**config.mk**
```make
export PLATFORM = sky130hd
export DESIGN_NAME = jpeg_marker_segment_splitter_flat
export DESIGN_NICKNAME = d
export VERILOG_FILES = /design/src/rtl/core/jmss_pkg.sv /design/src/rtl/core/jmss_in_if.sv /design/src/rtl/core/jmss_out_if.sv /design/src/rtl/core/jpeg_marker_segment_splitter.sv /design/src/rtl/core/jmss_parser.sv /design/src/rtl/core/jmss_res_queue.sv /design/src/flat_wrapper.sv
export VERILOG_INCLUDE_DIRS = /design/src /design/src/rtl/core
export SDC_FILE = /design/constraint.sdc
export NUM_CORES = 1
export LEC_CHECK = 0
export BUFFER_PORTS_ARGS = -buffer_cell sky130_fd_sc_hd__buf_2
export CORE_ASPECT_RATIO = 1.1
export CORE_MARGIN = 5
export CORE_UTILIZATION = 55
export DETAILED_ROUTE_END_ITERATION = 16
export PLACE_DENSITY = 0.79
export REMOVE_ABC_BUFFERS = 1
export SLEW_MARGIN = 30
export SYNTH_ARGS = -nofsm -noshare
export SYNTH_HDL_FRONTEND = slang
export SYNTH_SLANG_ARGS = --single-unit
export TNS_END_PERCENT = 10
```
**constraint.sdc**
```tcl
create_clock -name clk_i -period 3.86 [get_ports clk_i]
set_clock_uncertainty 0.2 [all_clocks]
set_input_delay 0.193 -clock clk_i [delete_from_list [all_inputs] [get_ports clk_i]]
set_output_delay 0.193 -clock clk_i [all_outputs]
set_load 0.05 [all_outputs]
```
**src/rtl/core/assert_macros.svh**
```systemverilog
// assertion macros used by the rtl top level
`ifndef ASSERT_MACROS_SVH
`define ASSERT_MACROS_SVH
`ifndef SYNTHESIS
`define ASSERT_AT(lbl, prop, msg) \
  lbl: assert property (@(posedge clk_i) disable iff (!rst_ni) prop) else $error(msg);
`define ASSERT_NEVER(lbl, cond, msg) \
  `ASSERT_AT(lbl, !(cond), msg)
`else
`define ASSERT_AT(lbl, prop, msg)
`define ASSERT_NEVER(lbl, cond, msg)
`endif
`endif

```
**src/rtl/core/jmss_pkg.sv**
```systemverilog
// types, constants and helpers of the jpeg marker segment splitter
`timescale 1ns / 1ps
`default_nettype none

package jmss_pkg;

  typedef enum logic [2:0] {
    PH_MHI,
    PH_MLO,
    PH_LHI,
    PH_LLO,
    PH_PAY,
    PH_SCAN,
    PH_SCANF
  } phase_e;

  typedef enum logic [2:0] {
    ROLE_MHI  = 3'd0,
    ROLE_MLO  = 3'd1,
    ROLE_LHI  = 3'd2,
    ROLE_LLO  = 3'd3,
    ROLE_PAY  = 3'd4,
    ROLE_SCAN = 3'd5
  } role_e;

  typedef enum logic [1:0] {
    ST_RUN   = 2'd0,
    ST_DONE  = 2'd1,
    ST_TRUNC = 2'd2,
    ST_SHORT = 2'd3
  } status_e;

  localparam logic [15:0] MK_SOI   = 16'hFFD8;
  localparam logic [15:0] MK_EOI   = 16'hFFD9;
  localparam logic [15:0] MK_SOS   = 16'hFFDA;
  localparam logic [15:0] MK_APP1  = 16'hFFE1;
  localparam logic [7:0]  BYTE_FF  = 8'hFF;
  localparam logic [7:0]  BYTE_00  = 8'h00;
  localparam logic [7:0]  RST_MASK = 8'hF8;
  localparam logic [7:0]  RST_BASE = 8'hD0;

  localparam int unsigned QDEPTH = 4;
  localparam int unsigned QPTR_W = $clog2(QDEPTH);
  localparam int unsigned QLVL_W = $clog2(QDEPTH + 1);

  typedef struct packed {
    logic [7:0]  byte_out;
    logic [15:0] segment_marker;
    logic [2:0]  role;
    logic        first_of_segment;
    logic        kept;
    logic        exif;
    logic [1:0]  status;
    logic        last_of_run;
  } res_t;

  typedef struct packed {
    logic [QLVL_W-1:0] level;
    logic              empty;
  } qstat_t;

  function automatic res_t mk_res(logic [7:0] b, logic [15:0] mk, role_e role,
                                  logic first, logic classify);
    res_t r;
    r                  = '0;
    r.byte_out         = b;
    r.segment_marker   = mk;
    r.role             = role;
    r.first_of_segment = first;
    r.exif             = classify && (mk == MK_APP1);
    r.kept             = classify && (mk != MK_SOI) && (mk != MK_EOI) && (mk != MK_APP1);
    return r;
  endfunction

endpackage

`default_nettype wire

```
**src/rtl/core/jmss_in_if.sv**
```systemverilog
// byte input channel of the splitter
`timescale 1ns / 1ps
`default_nettype none

interface jmss_in_if;
  logic       valid;
  logic       ready;
  logic [7:0] data_byte;
  logic       end_of_file;

  modport source (output valid, output data_byte, output end_of_file, input ready);
  modport sink   (input valid, input data_byte, input end_of_file, output ready);
endinterface

`default_nettype wire

```
**src/rtl/core/jmss_out_if.sv**
```systemverilog
// tagged byte output channel of the splitter
`timescale 1ns / 1ps
`default_nettype none

interface jmss_out_if;
  logic        valid;
  logic        ready;
  logic [7:0]  byte_out;
  logic [15:0] segment_marker;
  logic [2:0]  role;
  logic        first_of_segment;
  logic        kept;
  logic        exif;
  logic [1:0]  status;
  logic        last_of_run;

  modport source (output valid, output byte_out, output segment_marker, output role,
                  output first_of_segment, output kept, output exif, output status,
                  output last_of_run, input ready);
  modport sink   (input valid, input byte_out, input segment_marker, input role,
                  input first_of_segment, input kept, input exif, input status,
                  input last_of_run, output ready);
endinterface

`default_nettype wire

```
**src/rtl/core/jpeg_marker_segment_splitter.sv**
```systemverilog
// top level of the jpeg marker segment splitter
`timescale 1ns / 1ps
`default_nettype none
`include "assert_macros.svh"

// Takes a JPEG file one byte per beat and tags each byte with the marker of
// its segment, its role in the segment, keep/exif flags and a sticky status.
// A byte is classified in the cycle it is accepted and its results appear at
// the output in the cycle after, through a four-entry result queue. Input
// accepts one byte per cycle while the output drains; a byte that completes
// a marker or an escaped scan pair gives two result beats, so a run of such
// bytes is paced by the single output port. A marker high byte or a scan FF
// gives no result until its partner arrives or the file ends. Input ready is
// low while fewer than two queue entries are free.
module jpeg_marker_segment_splitter (
  input  logic              clk_i,
  input  logic              rst_ni,
  jmss_in_if.sink           in_i,
  jmss_out_if.source        out_o
);

  logic              accept;
  logic              pop;
  logic [1:0]        push_n;
  jmss_pkg::res_t    res0, res1, head;
  jmss_pkg::qstat_t  q_stat;
  jmss_pkg::status_e status;

  assign in_i.ready = (q_stat.level <= jmss_pkg::QLVL_W'(jmss_pkg::QDEPTH - 2));
  assign accept     = in_i.valid && in_i.ready;
  assign pop        = out_o.valid && out_o.ready;

  jmss_parser u_parser (
    .clk_i    (clk_i),
    .rst_ni   (rst_ni),
    .take_i   (accept),
    .byte_i   (in_i.data_byte),
    .eof_i    (in_i.end_of_file),
    .push_n_o (push_n),
    .res0_o   (res0),
    .res1_o   (res1),
    .status_o (status)
  );

  jmss_res_queue u_queue (
    .clk_i    (clk_i),
    .rst_ni   (rst_ni),
    .push_n_i (push_n),
    .res0_i   (res0),
    .res1_i   (res1),
    .pop_i    (pop),
    .head_o   (head),
    .stat_o   (q_stat)
  );

  assign out_o.valid            = !q_stat.empty;
  assign out_o.byte_out         = head.byte_out;
  assign out_o.segment_marker   = head.segment_marker;
  assign out_o.role             = head.role;
  assign out_o.first_of_segment = head.first_of_segment;
  assign out_o.kept             = head.kept;
  assign out_o.exif             = head.exif;
  assign out_o.status           = head.status;
  assign out_o.last_of_run      = head.last_of_run;

  // a pushed beat is visible on the output next cycle
  `ASSERT_AT(a_push_visible, (push_n != 2'd0) |=> !q_stat.empty, "push not visible")
  // status never changes once it has left running
  `ASSERT_AT(a_status_sticky, (status != jmss_pkg::ST_RUN) |=> (status == $past(status)), "status not sticky")
  // queue never overfills
  `ASSERT_NEVER(a_queue_ovf, q_stat.level > jmss_pkg::QLVL_W'(jmss_pkg::QDEPTH), "queue overflow")

endmodule

`default_nettype wire

```
**src/rtl/core/jmss_parser.sv**
```systemverilog
// segment phase tracker: classifies one byte per beat into up to two results
`timescale 1ns / 1ps
`default_nettype none

module jmss_parser (
  input  logic              clk_i,
  input  logic              rst_ni,
  input  logic              take_i,
  input  logic [7:0]        byte_i,
  input  logic              eof_i,
  output logic [1:0]        push_n_o,
  output jmss_pkg::res_t    res0_o,
  output jmss_pkg::res_t    res1_o,
  output jmss_pkg::status_e status_o
);

  jmss_pkg::phase_e  phase_q, phase_d;
  jmss_pkg::status_e status_q, status_d;
  logic [7:0]        held_q, held_d;
  logic [15:0]       marker_q, marker_d;
  logic [7:0]        len_hi_q, len_hi_d;
  logic [15:0]       remain_q, remain_d;

  logic              start;
  logic [7:0]        start_hi;
  logic [15:0]       start_mk;
  logic [15:0]       len;
  logic [15:0]       remain_dec;
  logic [1:0]        n;
  jmss_pkg::res_t    r0, r1;

  assign len        = {len_hi_q, byte_i};
  assign remain_dec = remain_q - 16'd1;

  always_comb begin
    phase_d  = phase_q;
    status_d = status_q;
    held_d   = held_q;
    marker_d = marker_q;
    len_hi_d = len_hi_q;
    remain_d = remain_q;
    start    = 1'b0;
    start_hi = held_q;
    start_mk = {held_q, byte_i};
    n        = 2'd0;
    r0       = '0;
    r1       = '0;

    if (status_q != jmss_pkg::ST_RUN) begin
      r0 = jmss_pkg::mk_res(byte_i, 16'h0000, jmss_pkg::ROLE_PAY, 1'b0, 1'b0);
      n  = 2'd1;
    end else begin
      unique case (phase_q)
        jmss_pkg::PH_MHI: begin
          held_d  = byte_i;
          phase_d = jmss_pkg::PH_MLO;
        end
        jmss_pkg::PH_MLO: begin
          start    = 1'b1;
          start_hi = held_q;
        end
        jmss_pkg::PH_LHI: begin
          r0       = jmss_pkg::mk_res(byte_i, marker_q, jmss_pkg::ROLE_LHI, 1'b0, 1'b1);
          n        = 2'd1;
          len_hi_d = byte_i;
          phase_d  = jmss_pkg::PH_LLO;
        end
        jmss_pkg::PH_LLO: begin
          r0 = jmss_pkg::mk_res(byte_i, marker_q, jmss_pkg::ROLE_LLO, 1'b0, 1'b1);
          n  = 2'd1;
          if (len < 16'd2) begin
            status_d = jmss_pkg::ST_SHORT;
          end else begin
            remain_d = len - 16'd2;
            phase_d  = (len != 16'd2) ? jmss_pkg::PH_PAY : jmss_pkg::PH_MHI;
          end
        end
        jmss_pkg::PH_PAY: begin
          r0       = jmss_pkg::mk_res(byte_i, marker_q, jmss_pkg::ROLE_PAY, 1'b0, 1'b1);
          n        = 2'd1;
          remain_d = remain_dec;
          if (remain_dec == 16'd0) begin
            phase_d = jmss_pkg::PH_MHI;
          end
        end
        jmss_pkg::PH_SCAN: begin
          if (byte_i == jmss_pkg::BYTE_FF) begin
            held_d  = jmss_pkg::BYTE_FF;
            phase_d = jmss_pkg::PH_SCANF;
          end else begin
            r0 = jmss_pkg::mk_res(byte_i, marker_q, jmss_pkg::ROLE_SCAN, 1'b0, 1'b1);
            n  = 2'd1;
          end
        end
        jmss_pkg::PH_SCANF: begin
          if (byte_i == jmss_pkg::BYTE_00 ||
              (byte_i & jmss_pkg::RST_MASK) == jmss_pkg::RST_BASE) begin
            r0 = jmss_pkg::mk_res(jmss_pkg::BYTE_FF, marker_q, jmss_pkg::ROLE_SCAN,
                                  1'b0, 1'b1);
            r1 = jmss_pkg::mk_res(byte_i, marker_q, jmss_pkg::ROLE_SCAN, 1'b0, 1'b1);
            n  = 2'd2;
            phase_d = jmss_pkg::PH_SCAN;
          end else begin
            start    = 1'b1;
            start_hi = jmss_pkg::BYTE_FF;
          end
        end
        default: begin
          phase_d = jmss_pkg::PH_MHI;
        end
      endcase

      if (start) begin
        start_mk = {start_hi, byte_i};
        marker_d = start_mk;
        r0 = jmss_pkg::mk_res(start_hi, start_mk, jmss_pkg::ROLE_MHI, 1'b1, 1'b1);
        r1 = jmss_pkg::mk_res(byte_i, start_mk, jmss_pkg::ROLE_MLO, 1'b0, 1'b1);
        n  = 2'd2;
        if (start_mk == jmss_pkg::MK_SOI) begin
          phase_d = jmss_pkg::PH_MHI;
        end else if (start_mk == jmss_pkg::MK_EOI) begin
          status_d = jmss_pkg::ST_DONE;
        end else if (start_mk == jmss_pkg::MK_SOS) begin
          phase_d = jmss_pkg::PH_SCAN;
        end else begin
          phase_d = jmss_pkg::PH_LHI;
        end
      end

      // file ends early: flush a held byte, if any
      if (status_d == jmss_pkg::ST_RUN && eof_i) begin
        status_d = jmss_pkg::ST_TRUNC;
        if (n == 2'd0) begin
          if (phase_d == jmss_pkg::PH_MLO) begin
            r0 = jmss_pkg::mk_res(held_d, {held_d, 8'h00}, jmss_pkg::ROLE_MHI, 1'b1, 1'b0);
          end else begin
            r0 = jmss_pkg::mk_res(held_d, marker_q, jmss_pkg::ROLE_SCAN, 1'b0, 1'b1);
          end
          n = 2'd1;
        end
      end
    end

    r0.status      = status_d;
    r1.status      = status_d;
    r0.last_of_run = (n == 2'd1);
    r1.last_of_run = 1'b1;
  end

  always_ff @(posedge clk_i or negedge rst_ni) begin
    if (!rst_ni) begin
      phase_q  <= jmss_pkg::PH_MHI;
      status_q <= jmss_pkg::ST_RUN;
      held_q   <= '0;
      marker_q <= '0;
      len_hi_q <= '0;
      remain_q <= '0;
    end else if (take_i) begin
      phase_q  <= phase_d;
      status_q <= status_d;
      held_q   <= held_d;
      marker_q <= marker_d;
      len_hi_q <= len_hi_d;
      remain_q <= remain_d;
    end
  end

  assign push_n_o = take_i ? n : 2'd0;
  assign res0_o   = r0;
  assign res1_o   = r1;
  assign status_o = status_q;

endmodule

`default_nettype wire

```
**src/rtl/core/jmss_res_queue.sv**
```systemverilog
// result queue: takes up to two results per beat, hands out one per beat
`timescale 1ns / 1ps
`default_nettype none

module jmss_res_queue (
  input  logic             clk_i,
  input  logic             rst_ni,
  input  logic [1:0]       push_n_i,
  input  jmss_pkg::res_t   res0_i,
  input  jmss_pkg::res_t   res1_i,
  input  logic             pop_i,
  output jmss_pkg::res_t   head_o,
  output jmss_pkg::qstat_t stat_o
);

  jmss_pkg::res_t                  mem_q [jmss_pkg::QDEPTH];
  logic [jmss_pkg::QPTR_W-1:0]     wr_ptr_q, rd_ptr_q;
  logic [jmss_pkg::QPTR_W-1:0]     wr_ptr_nx;
  logic [jmss_pkg::QLVL_W-1:0]     level_q, level_d;

  assign wr_ptr_nx = wr_ptr_q + jmss_pkg::QPTR_W'(1);
  assign level_d   = level_q + jmss_pkg::QLVL_W'(push_n_i)
                     - jmss_pkg::QLVL_W'(pop_i);

  always_ff @(posedge clk_i) begin
    if (push_n_i != 2'd0) begin
      mem_q[wr_ptr_q] <= res0_i;
    end
    if (push_n_i == 2'd2) begin
      mem_q[wr_ptr_nx] <= res1_i;
    end
  end

  always_ff @(posedge clk_i or negedge rst_ni) begin
    if (!rst_ni) begin
      wr_ptr_q <= '0;
      rd_ptr_q <= '0;
      level_q  <= '0;
    end else begin
      wr_ptr_q <= wr_ptr_q + jmss_pkg::QPTR_W'(push_n_i);
      if (pop_i) begin
        rd_ptr_q <= rd_ptr_q + jmss_pkg::QPTR_W'(1);
      end
      level_q <= level_d;
    end
  end

  assign head_o       = mem_q[rd_ptr_q];
  assign stat_o.level = level_q;
  assign stat_o.empty = (level_q == '0);

endmodule

`default_nettype wire

```
**src/flat_wrapper.sv**
```systemverilog
// flat-port wrapper written by rule: the top's interface ports become plain ports
module jpeg_marker_segment_splitter_flat 
  (clk_i, rst_ni, in_i_valid, in_i_data_byte, in_i_end_of_file, in_i_ready, out_o_valid, out_o_byte_out, out_o_segment_marker, out_o_role, out_o_first_of_segment, out_o_kept, out_o_exif, out_o_status, out_o_last_of_run, out_o_ready);
  jmss_in_if in_i_i ();
  jmss_out_if out_o_i ();
  input  logic clk_i;
  input  logic rst_ni;
  input wire logic [$bits(in_i_i.valid)-1:0] in_i_valid;
  input wire logic [$bits(in_i_i.data_byte)-1:0] in_i_data_byte;
  input wire logic [$bits(in_i_i.end_of_file)-1:0] in_i_end_of_file;
  output wire logic [$bits(in_i_i.ready)-1:0] in_i_ready;
  output wire logic [$bits(out_o_i.valid)-1:0] out_o_valid;
  output wire logic [$bits(out_o_i.byte_out)-1:0] out_o_byte_out;
  output wire logic [$bits(out_o_i.segment_marker)-1:0] out_o_segment_marker;
  output wire logic [$bits(out_o_i.role)-1:0] out_o_role;
  output wire logic [$bits(out_o_i.first_of_segment)-1:0] out_o_first_of_segment;
  output wire logic [$bits(out_o_i.kept)-1:0] out_o_kept;
  output wire logic [$bits(out_o_i.exif)-1:0] out_o_exif;
  output wire logic [$bits(out_o_i.status)-1:0] out_o_status;
  output wire logic [$bits(out_o_i.last_of_run)-1:0] out_o_last_of_run;
  input wire logic [$bits(out_o_i.ready)-1:0] out_o_ready;
  assign in_i_i.valid = in_i_valid;
  assign in_i_i.data_byte = in_i_data_byte;
  assign in_i_i.end_of_file = in_i_end_of_file;
  assign in_i_ready = in_i_i.ready;
  assign out_o_valid = out_o_i.valid;
  assign out_o_byte_out = out_o_i.byte_out;
  assign out_o_segment_marker = out_o_i.segment_marker;
  assign out_o_role = out_o_i.role;
  assign out_o_first_of_segment = out_o_i.first_of_segment;
  assign out_o_kept = out_o_i.kept;
  assign out_o_exif = out_o_i.exif;
  assign out_o_status = out_o_i.status;
  assign out_o_last_of_run = out_o_i.last_of_run;
  assign out_o_i.ready = out_o_ready;
  jpeg_marker_segment_splitter u_core (.clk_i(clk_i), .rst_ni(rst_ni), .in_i(in_i_i), .out_o(out_o_i));
endmodule
```
==> results.sh, run 1 <==
export IMPL_num_vias=9099
export IMPL_die_area_mm2=0.0221
export IMPL_synth_cell_type_count=70
export IMPL_worstPathRequired_ns=3.82
export IMPL_place_congestion=0.969
export IMPL_drtIter0Drc=1260
export IMPL_final_util_pct=62.9
export IMPL_clk_latency_ns=0.44
export IMPL_cp_end_kind="flop"
export IMPL_worstPathArrival_ns=3.70
export IMPL_max_slew_margin_pct=42.9
export IMPL_yosysWarnings=0
export IMPL_grt_max_degree=36
export IMPL_drc_errors=0
export IMPL_syn_cell_area_mm2=0.0106
export IMPL_critPathMaxFanout=13
export IMPL_grt_overflow_total=0
export IMPL_hp_class="input port to flop"
export IMPL_peakVddDrop_uv=388
export IMPL_numCtsBuffers=17
export IMPL_initial_core_util_pct=55.7
export IMPL_fin_crit_ns=3.74
export IMPL_synth_seq_cells=192
export IMPL_synth_top_family_by_area="compound AO/OA/AOI/OAI gates"
export IMPL_yosys_area_share_adder_pct=1.02
export IMPL_synth_simple_gate_area_share_pct=14.2
export IMPL_port_buffers=47
export IMPL_grt_pass1_wl_mm=48.5
export IMPL_wirelength_mm=30.9
export IMPL_dp_hpwl_mm=20.9
export IMPL_first_global_vias=8658
export IMPL_synth_edff_count=120
export IMPL_cts_setup_buffers=0
export IMPL_cts_root_buf="clkbuf_16"
export IMPL_rsz0062_at_grt="false"
export IMPL_antenna_cells=0
export IMPL_crit_path_start_kind="flop"
export IMPL_via_per_inst=6.86
export IMPL_syn2layout_area_growth_pct=13.0
export IMPL_syn_area_per_cell_um2=10.5
export IMPL_min_period_over_period_pct=96.8
export IMPL_htree_num_levels=4
export IMPL_slowest_delay_ns=0.57
export IMPL_die_h_um=156
export IMPL_synthArstFlopShare_pct=31.3
export IMPL_setup_tns_ns=0
export IMPL_drv_slew=0
export IMPL_cts_num_sinks=192
export IMPL_antenna_found_initial=0
export IMPL_maxCapViolCount=0
export IMPL_p_per_area_mw_per_mm2=526
export IMPL_crit_chain="inv_1 -> ha_1 -> buf_4 -> o21a_1 -> o311a_1 -> or4_1 -> a211oi_2 -> nand2_2 -> a31oi_1 -> o22ai_1"
export IMPL_tightest_slew_ns=0.857
export IMPL_layout_nets=1088
export IMPL_synth_compound_area_share_pct=20.3
export IMPL_netlist_instances=1007
export IMPL_fmax_ghz=0.268
export IMPL_yosys_area_share_xor_xnor_pct=1.82
export IMPL_io_pins=48
export IMPL_synth_ff_type="edfxtp_1"
export IMPL_tritoncts="built"
export IMPL_crit_family="compound AO/OA/AOI/OAI gates"
export IMPL_track_usage_pct=28.2
export IMPL_clkTransAtPathRegs_ns=0.07
export IMPL_placementRows=53
export IMPL_final_hold_viol_count=0
export IMPL_drive_above_1_share_pct=19.2
export IMPL_path_class="flop to flop"
export IMPL_p_total_w=0.00630
export IMPL_die_w_um=142
export IMPL_antenna_left=0
export IMPL_drt_pass1_iter_count=10
export IMPL_post_drt_wl_per_cell_um=23.3
export IMPL_whs_ns=0.0310
export IMPL_core_mm2=0.0190
export IMPL_power_leakage_nw=4.39
export IMPL_synth_seq_area_share_pct=50.4
export IMPL_synthMuxAreaShare_pct=8.58
export IMPL_status="finished clean"
export IMPL_clockBufferDepth=2
export IMPL_setup_viol_count_final=0
export IMPL_path_buf_inv=2
export IMPL_slowest_stage="or4_1"
repair_timing:
item	in CTS	in global routing
hold endpoints to repair	37	0
setup endpoints to repair	0	4
gates resized for setup	0	2
hold buffers	9	0
where the power goes:
| group | internal [W] | switching [W] |
|---|---|---|
| Sequential | 0.00239 | 0.000153 |
| Combinational | 0.000644 | 0.00137 |
| Clock | 0.000868 | 0.000874 |
| Total | 0.00390 | 0.00240 |
placed cells by master, fill, tap and decap left out, types with 6 or more instances in the layout:
cell type / n
a21oi_1: 79
a21oi_2: 9
a31oi_1: 7
and2_1: 8
buf_2: 47
buf_4: 54
clkbuf_16: 17
dfrtp_1: 59
dfxtp_1: 12
dlygate4sd3_1: 9
edfxtp_1: 120
ha_1: 7
inv_1: 22
mux2_2: 13
mux4_2: 33
nand2_1: 113
nand2b_1: 12
nand3_1: 32
nand4_1: 8
nor2_1: 58
nor2b_1: 15
nor3_1: 15
nor4_1: 7
o21a_1: 6
o21ai_0: 60
o22a_1: 17
o22ai_1: 114
xnor2_1: 12
xor2_1: 10
Yosys cell counts (3+ instances only):
cell type	n	share of area, %
o21ai_0	60	2.8
nor3_1	16	0.76
or2_2	3	0.18
a21oi_1	79	3.7
o21bai_1	3	0.21
dfrtp_1	60	14
xor2_1	10	0.83
a21boi_0	5	0.35
and3_1	4	0.24
nor2b_1	15	0.89
o41ai_1	4	0.33
or4_1	3	0.21
mux2_2	13	1.4
buf_2	13	0.61
buf_1	6	0.21
nand4_1	8	0.47
a21oi_2	9	0.74
nand3_1	32	1.5
nand2_1	113	4.0
a31oi_4	3	0.60
o22ai_1	114	6.7
inv_1	22	0.78
clkbuf_1	47	1.7
or3_1	4	0.24
and2_1	8	0.47
buf_4	3	0.21
nand3b_1	5	0.35
nand2b_1	12	0.71
xnor2_1	12	0.99
nor2_1	58	2.1
a32o_1	4	0.38
a31oi_1	9	0.53
mux4_2	33	7.0
nand4b_1	5	0.41
o22a_1	17	1.4
dfxtp_1	12	2.3
a22o_1	4	0.33
edfxtp_1	120	34
ha_1	7	0.83
o21a_1	6	0.42
nor4_1	7	0.41
layout make-up:
cell class	count	area, um2
Fill cell	1467	7050
Sequential cell	192	5350
Multi-Input combinational cell	722	4880
Timing Repair Buffer	112	771
Clock buffer	17	425
Tap cell	247	309
Clock inverter	15	160
Inverter	22	82.6
tightest hold or removal path, stage by stage:
cell and delay, ns:
buf_2 0.14, nor2_1 0.11, nor3_1 0.07, nand2_1 0.07, nand2_1 0.05
routing by layer:
metal,track usage [%],vias up,routed length (um)
met5,0,-,0
met4,10.4,0,1170
met3,6.07,115,3300
met2,45.9,645,14900
met1,37.5,4342,11600
li1,-,3997,-
sequential cells by signal, summed over array words and instances, names as in the netlist, 3 cells and up:
name and cells:
u_core.u_parser.held_q 8, u_core.u_parser.phase_q 3, u_core.u_queue.level_q 3, u_core.u_queue.mem_q 132, u_core.u_parser.marker_q 16, u_core.u_parser.len_hi_q 8
u_core.u_parser.remain_q 16
worst paths after layout:
path | depth (start not counted) | to | startpoint | slack [ns]
worst min-delay path | 5 | u_core.u_parser.status_o[1] | in_i_end_of_file | 0.03
worst min register to register | 2 | u_core.u_queue.mem_q[0][7] | u_core.u_queue.mem_q[0][7] | 0.29
worst max-delay path | 10 | u_core.u_queue.mem_q[2][12] | u_core.u_parser.remain_q[0] | 0.12
min in group asynchronous | 2 | u_core.u_queue.rd_ptr_q[0] | rst_ni | 0.10
worst max register to register | 10 | u_core.u_queue.mem_q[2][12] | u_core.u_parser.remain_q[0] | 0.12
max in group asynchronous | 3 | u_core.u_parser.held_q[5] | rst_ni | 2.48
cell families after synthesis:
group / after synthesis
fa+ha+maj: 8
buf+inv: 93
compound gates: 338
xor+xnor: 22
mux: 48
flops: 192
simple gates: 306
metrics by stage:
| step | instances | setup slack, ns | area [um2] |
|---|---|---|---|
| after floorplan | 936 | -1.09 | 10300 |
| after global placement | 1286 | 0.249 | 11300 |
| after detailed placement | 1286 | 0.197 | 11300 |
| after CTS | 1327 | 0.191 | 12000 |
| after global routing | 1327 | 0.0167 | 12000 |
| final | 1327 | 0.125 | 12000 |
(Power assumes the default switching activity.)
==> run 2, diff against run 1 <==
- CORE_ASPECT_RATIO: 1.1 -> default
==> run 2 against run 1 <==
Effect of this change: non-clock buffer count fell by 7; total power fell by 0.27%; via count fell by 0.21%; sequential share of layout area rose by 0.17 points; routed wire length fell by 0.42%; utilization rose by 0.43 points; sequential power barely moved; worst setup slack improved by 0.086 ns; register-to-register slack improved by 0.09 ns; fmax rose by 2.3%; critical path depth rose by 1; largest cell class unchanged.
==> results.sh, run 2 (same netlist as run 1, synthesis figures left out) <==
export IMPL_grt_overflow_total=0
export IMPL_setup_tns_ns=0
export IMPL_placementRows=50
export IMPL_dp_hpwl_mm=20.6
export IMPL_track_usage_pct=28.0
export IMPL_numCtsBuffers=17
export IMPL_power_leakage_nw=4.36
export IMPL_core_mm2=0.0188
export IMPL_die_w_um=149
export IMPL_final_common_cell="edfxtp_1"
export IMPL_drc_errors=0
export IMPL_path_buf_inv=3
export IMPL_worstPathRequired_ns=3.82
export IMPL_peakVddDrop_uv=325
export IMPL_fin_crit_ns=3.65
export IMPL_antenna_found_initial=0
export IMPL_status="finished clean"
export IMPL_first_global_vias=8789
export IMPL_reg_top3="u_core.u_queue.mem_q: 132 flops, u_core.u_parser.marker_q: 16 flops, u_core.u_parser.remain_q: 16 flops"
export IMPL_place_ws_ns=0.187
export IMPL_cp_end_kind="flop"
export IMPL_htree_num_levels=4
export IMPL_cp_common_cell="buf_4"
export IMPL_drtIter0Drc=1188
export IMPL_slowest_delay_ns=0.50
export IMPL_p_per_area_mw_per_mm2=527
export IMPL_cts_num_sinks=192
export IMPL_max_slew_margin_pct=43.4
export IMPL_post_drt_wl_per_cell_um=23.1
export IMPL_syn2layout_area_growth_pct=12.6
export IMPL_tritoncts="built"
export IMPL_maxCapViolCount=0
export IMPL_critPathMaxFanout=12
export IMPL_initial_core_util_pct=56.3
export IMPL_crit_chain="inv_1 -> ha_1 -> buf_4 -> o41ai_1 -> o2111ai_1 -> or4_1 -> a211oi_2 -> nand2_4 -> buf_4 -> a31oi_4 -> o22ai_1"
export IMPL_fin_ws_ns=0.210
export IMPL_antenna_left=0
export IMPL_crit_family="compound AO/OA/AOI/OAI gates"
export IMPL_tightest_slew_ns=0.841
export IMPL_hp_class="input port to flop"
export IMPL_grt_max_degree=42
export IMPL_largest_reg_flops=132
export IMPL_largest_register="u_core.u_queue.mem_q"
export IMPL_grt_pass1_wl_mm=48.3
export IMPL_die_area_mm2=0.0221
export IMPL_final_hold_viol_count=0
export IMPL_min_period_over_period_pct=94.5
export IMPL_place_inst=1296
export IMPL_crit_path_start_kind="flop"
export IMPL_drive_above_1_share_pct=19.0
export IMPL_slowest_stage="dfrtp_1"
export IMPL_layout_cells_non_filler=1333
export IMPL_clockBufferDepth=2
export IMPL_via_per_inst=6.81
export IMPL_die_h_um=149
export IMPL_cts_root_buf="clkbuf_16"
export IMPL_antenna_cells=0
export IMPL_setup_viol_count_final=0
export IMPL_port_buffers=47
export IMPL_drt_pass1_iter_count=6
export IMPL_io_pins=48
export IMPL_fmax_ghz=0.274
export IMPL_drv_slew=0
export IMPL_wirelength_mm=30.8
export IMPL_clk_latency_ns=0.44
export IMPL_clkTransAtPathRegs_ns=0.07
export IMPL_final_cell_mix="edfxtp_1 (120), o22ai_1 (114), nand2_1 (113), a21oi_1 (79), o21ai_0 (60)"
export IMPL_worstPathArrival_ns=3.61
export IMPL_rsz0062_at_grt="false"
export IMPL_num_vias=9080
export IMPL_place_congestion=0.963
export IMPL_layout_nets=1081
export IMPL_path_class="flop to flop"
## run 2: area by class of cell
| type | instances | area [um2] |
|---|---|---|
| fill | 1423 | 6900 |
| sequential | 192 | 5350 |
| multi-input combinational | 722 | 4880 |
| timing repair buffer | 105 | 721 |
| clock buffer | 17 | 425 |
| tap | 260 | 325 |
| clock inverter | 15 | 155 |
| inverter | 22 | 82.6 |
## run 2: worst register-to-register path, cell delays in order, from the launching register on
cell and delay (ns):
dfrtp_1 0.50, inv_1 0.08, ha_1 0.25, buf_4 0.17, o41ai_1 0.41, o2111ai_1 0.16, or4_1 0.47, a211oi_2 0.36
nand2_4 0.21, buf_4 0.22, a31oi_4 0.22, o22ai_1 0.12
## run 2: timing repair
item	CTS	global route
setup buffers	0	1
endpoints found under the setup margin	0	19
endpoints found under the hold margin	43	0
hold buffers	4	0
resized for setup	0	1
## run 2: through the flow
step	hold WS (ns)	instance area [um2]	power (W)	util, %
floorplan	-0.303	10300	0.00402	-
global placement	0.194	11300	0.00454	60.0
detailed placement	0.203	11300	0.00457	60.0
CTS	0.00756	11900	0.00629	63.3
global route	0.0307	11900	0.00649	63.4
finish	0.0336	11900	0.00628	63.4
## run 2: where the power goes
| part | internal, W | switching (W) | total (W) |
|---|---|---|---|
| registers | 0.00239 | 0.000156 | 0.00254 |
| logic | 0.000629 | 0.00136 | 0.00199 |
| clock network | 0.000909 | 0.000838 | 0.00175 |
## run 2: worst paths after layout
kind	slack (ns)	from	cells after the start	end
setup / recovery	0.21	u_core.u_parser.remain_q[0]	11	u_core.u_queue.mem_q[0][15]
hold / removal	0.03	in_i_data_byte[7]	3	u_core.u_parser.held_q[7]
setup reg to reg	0.21	u_core.u_parser.remain_q[0]	11	u_core.u_queue.mem_q[0][15]
hold reg to reg	0.27	u_core.u_queue.mem_q[3][0]	2	u_core.u_queue.mem_q[3][0]
max in group asynchronous	2.70	rst_ni	3	u_core.u_parser.marker_q[11]
min in group asynchronous	0.08	rst_ni	2	u_core.u_parser.remain_q[6]
## run 2: metal layers
| layer | wire (um) | track usage (%) |
|---|---|---|
| met3 | 3570 | 5.80 |
| met2 | 14600 | 44.6 |
| met4 | 1100 | 11.4 |
| met5 | 0 | 0 |
| met1 | 11600 | 37.8 |
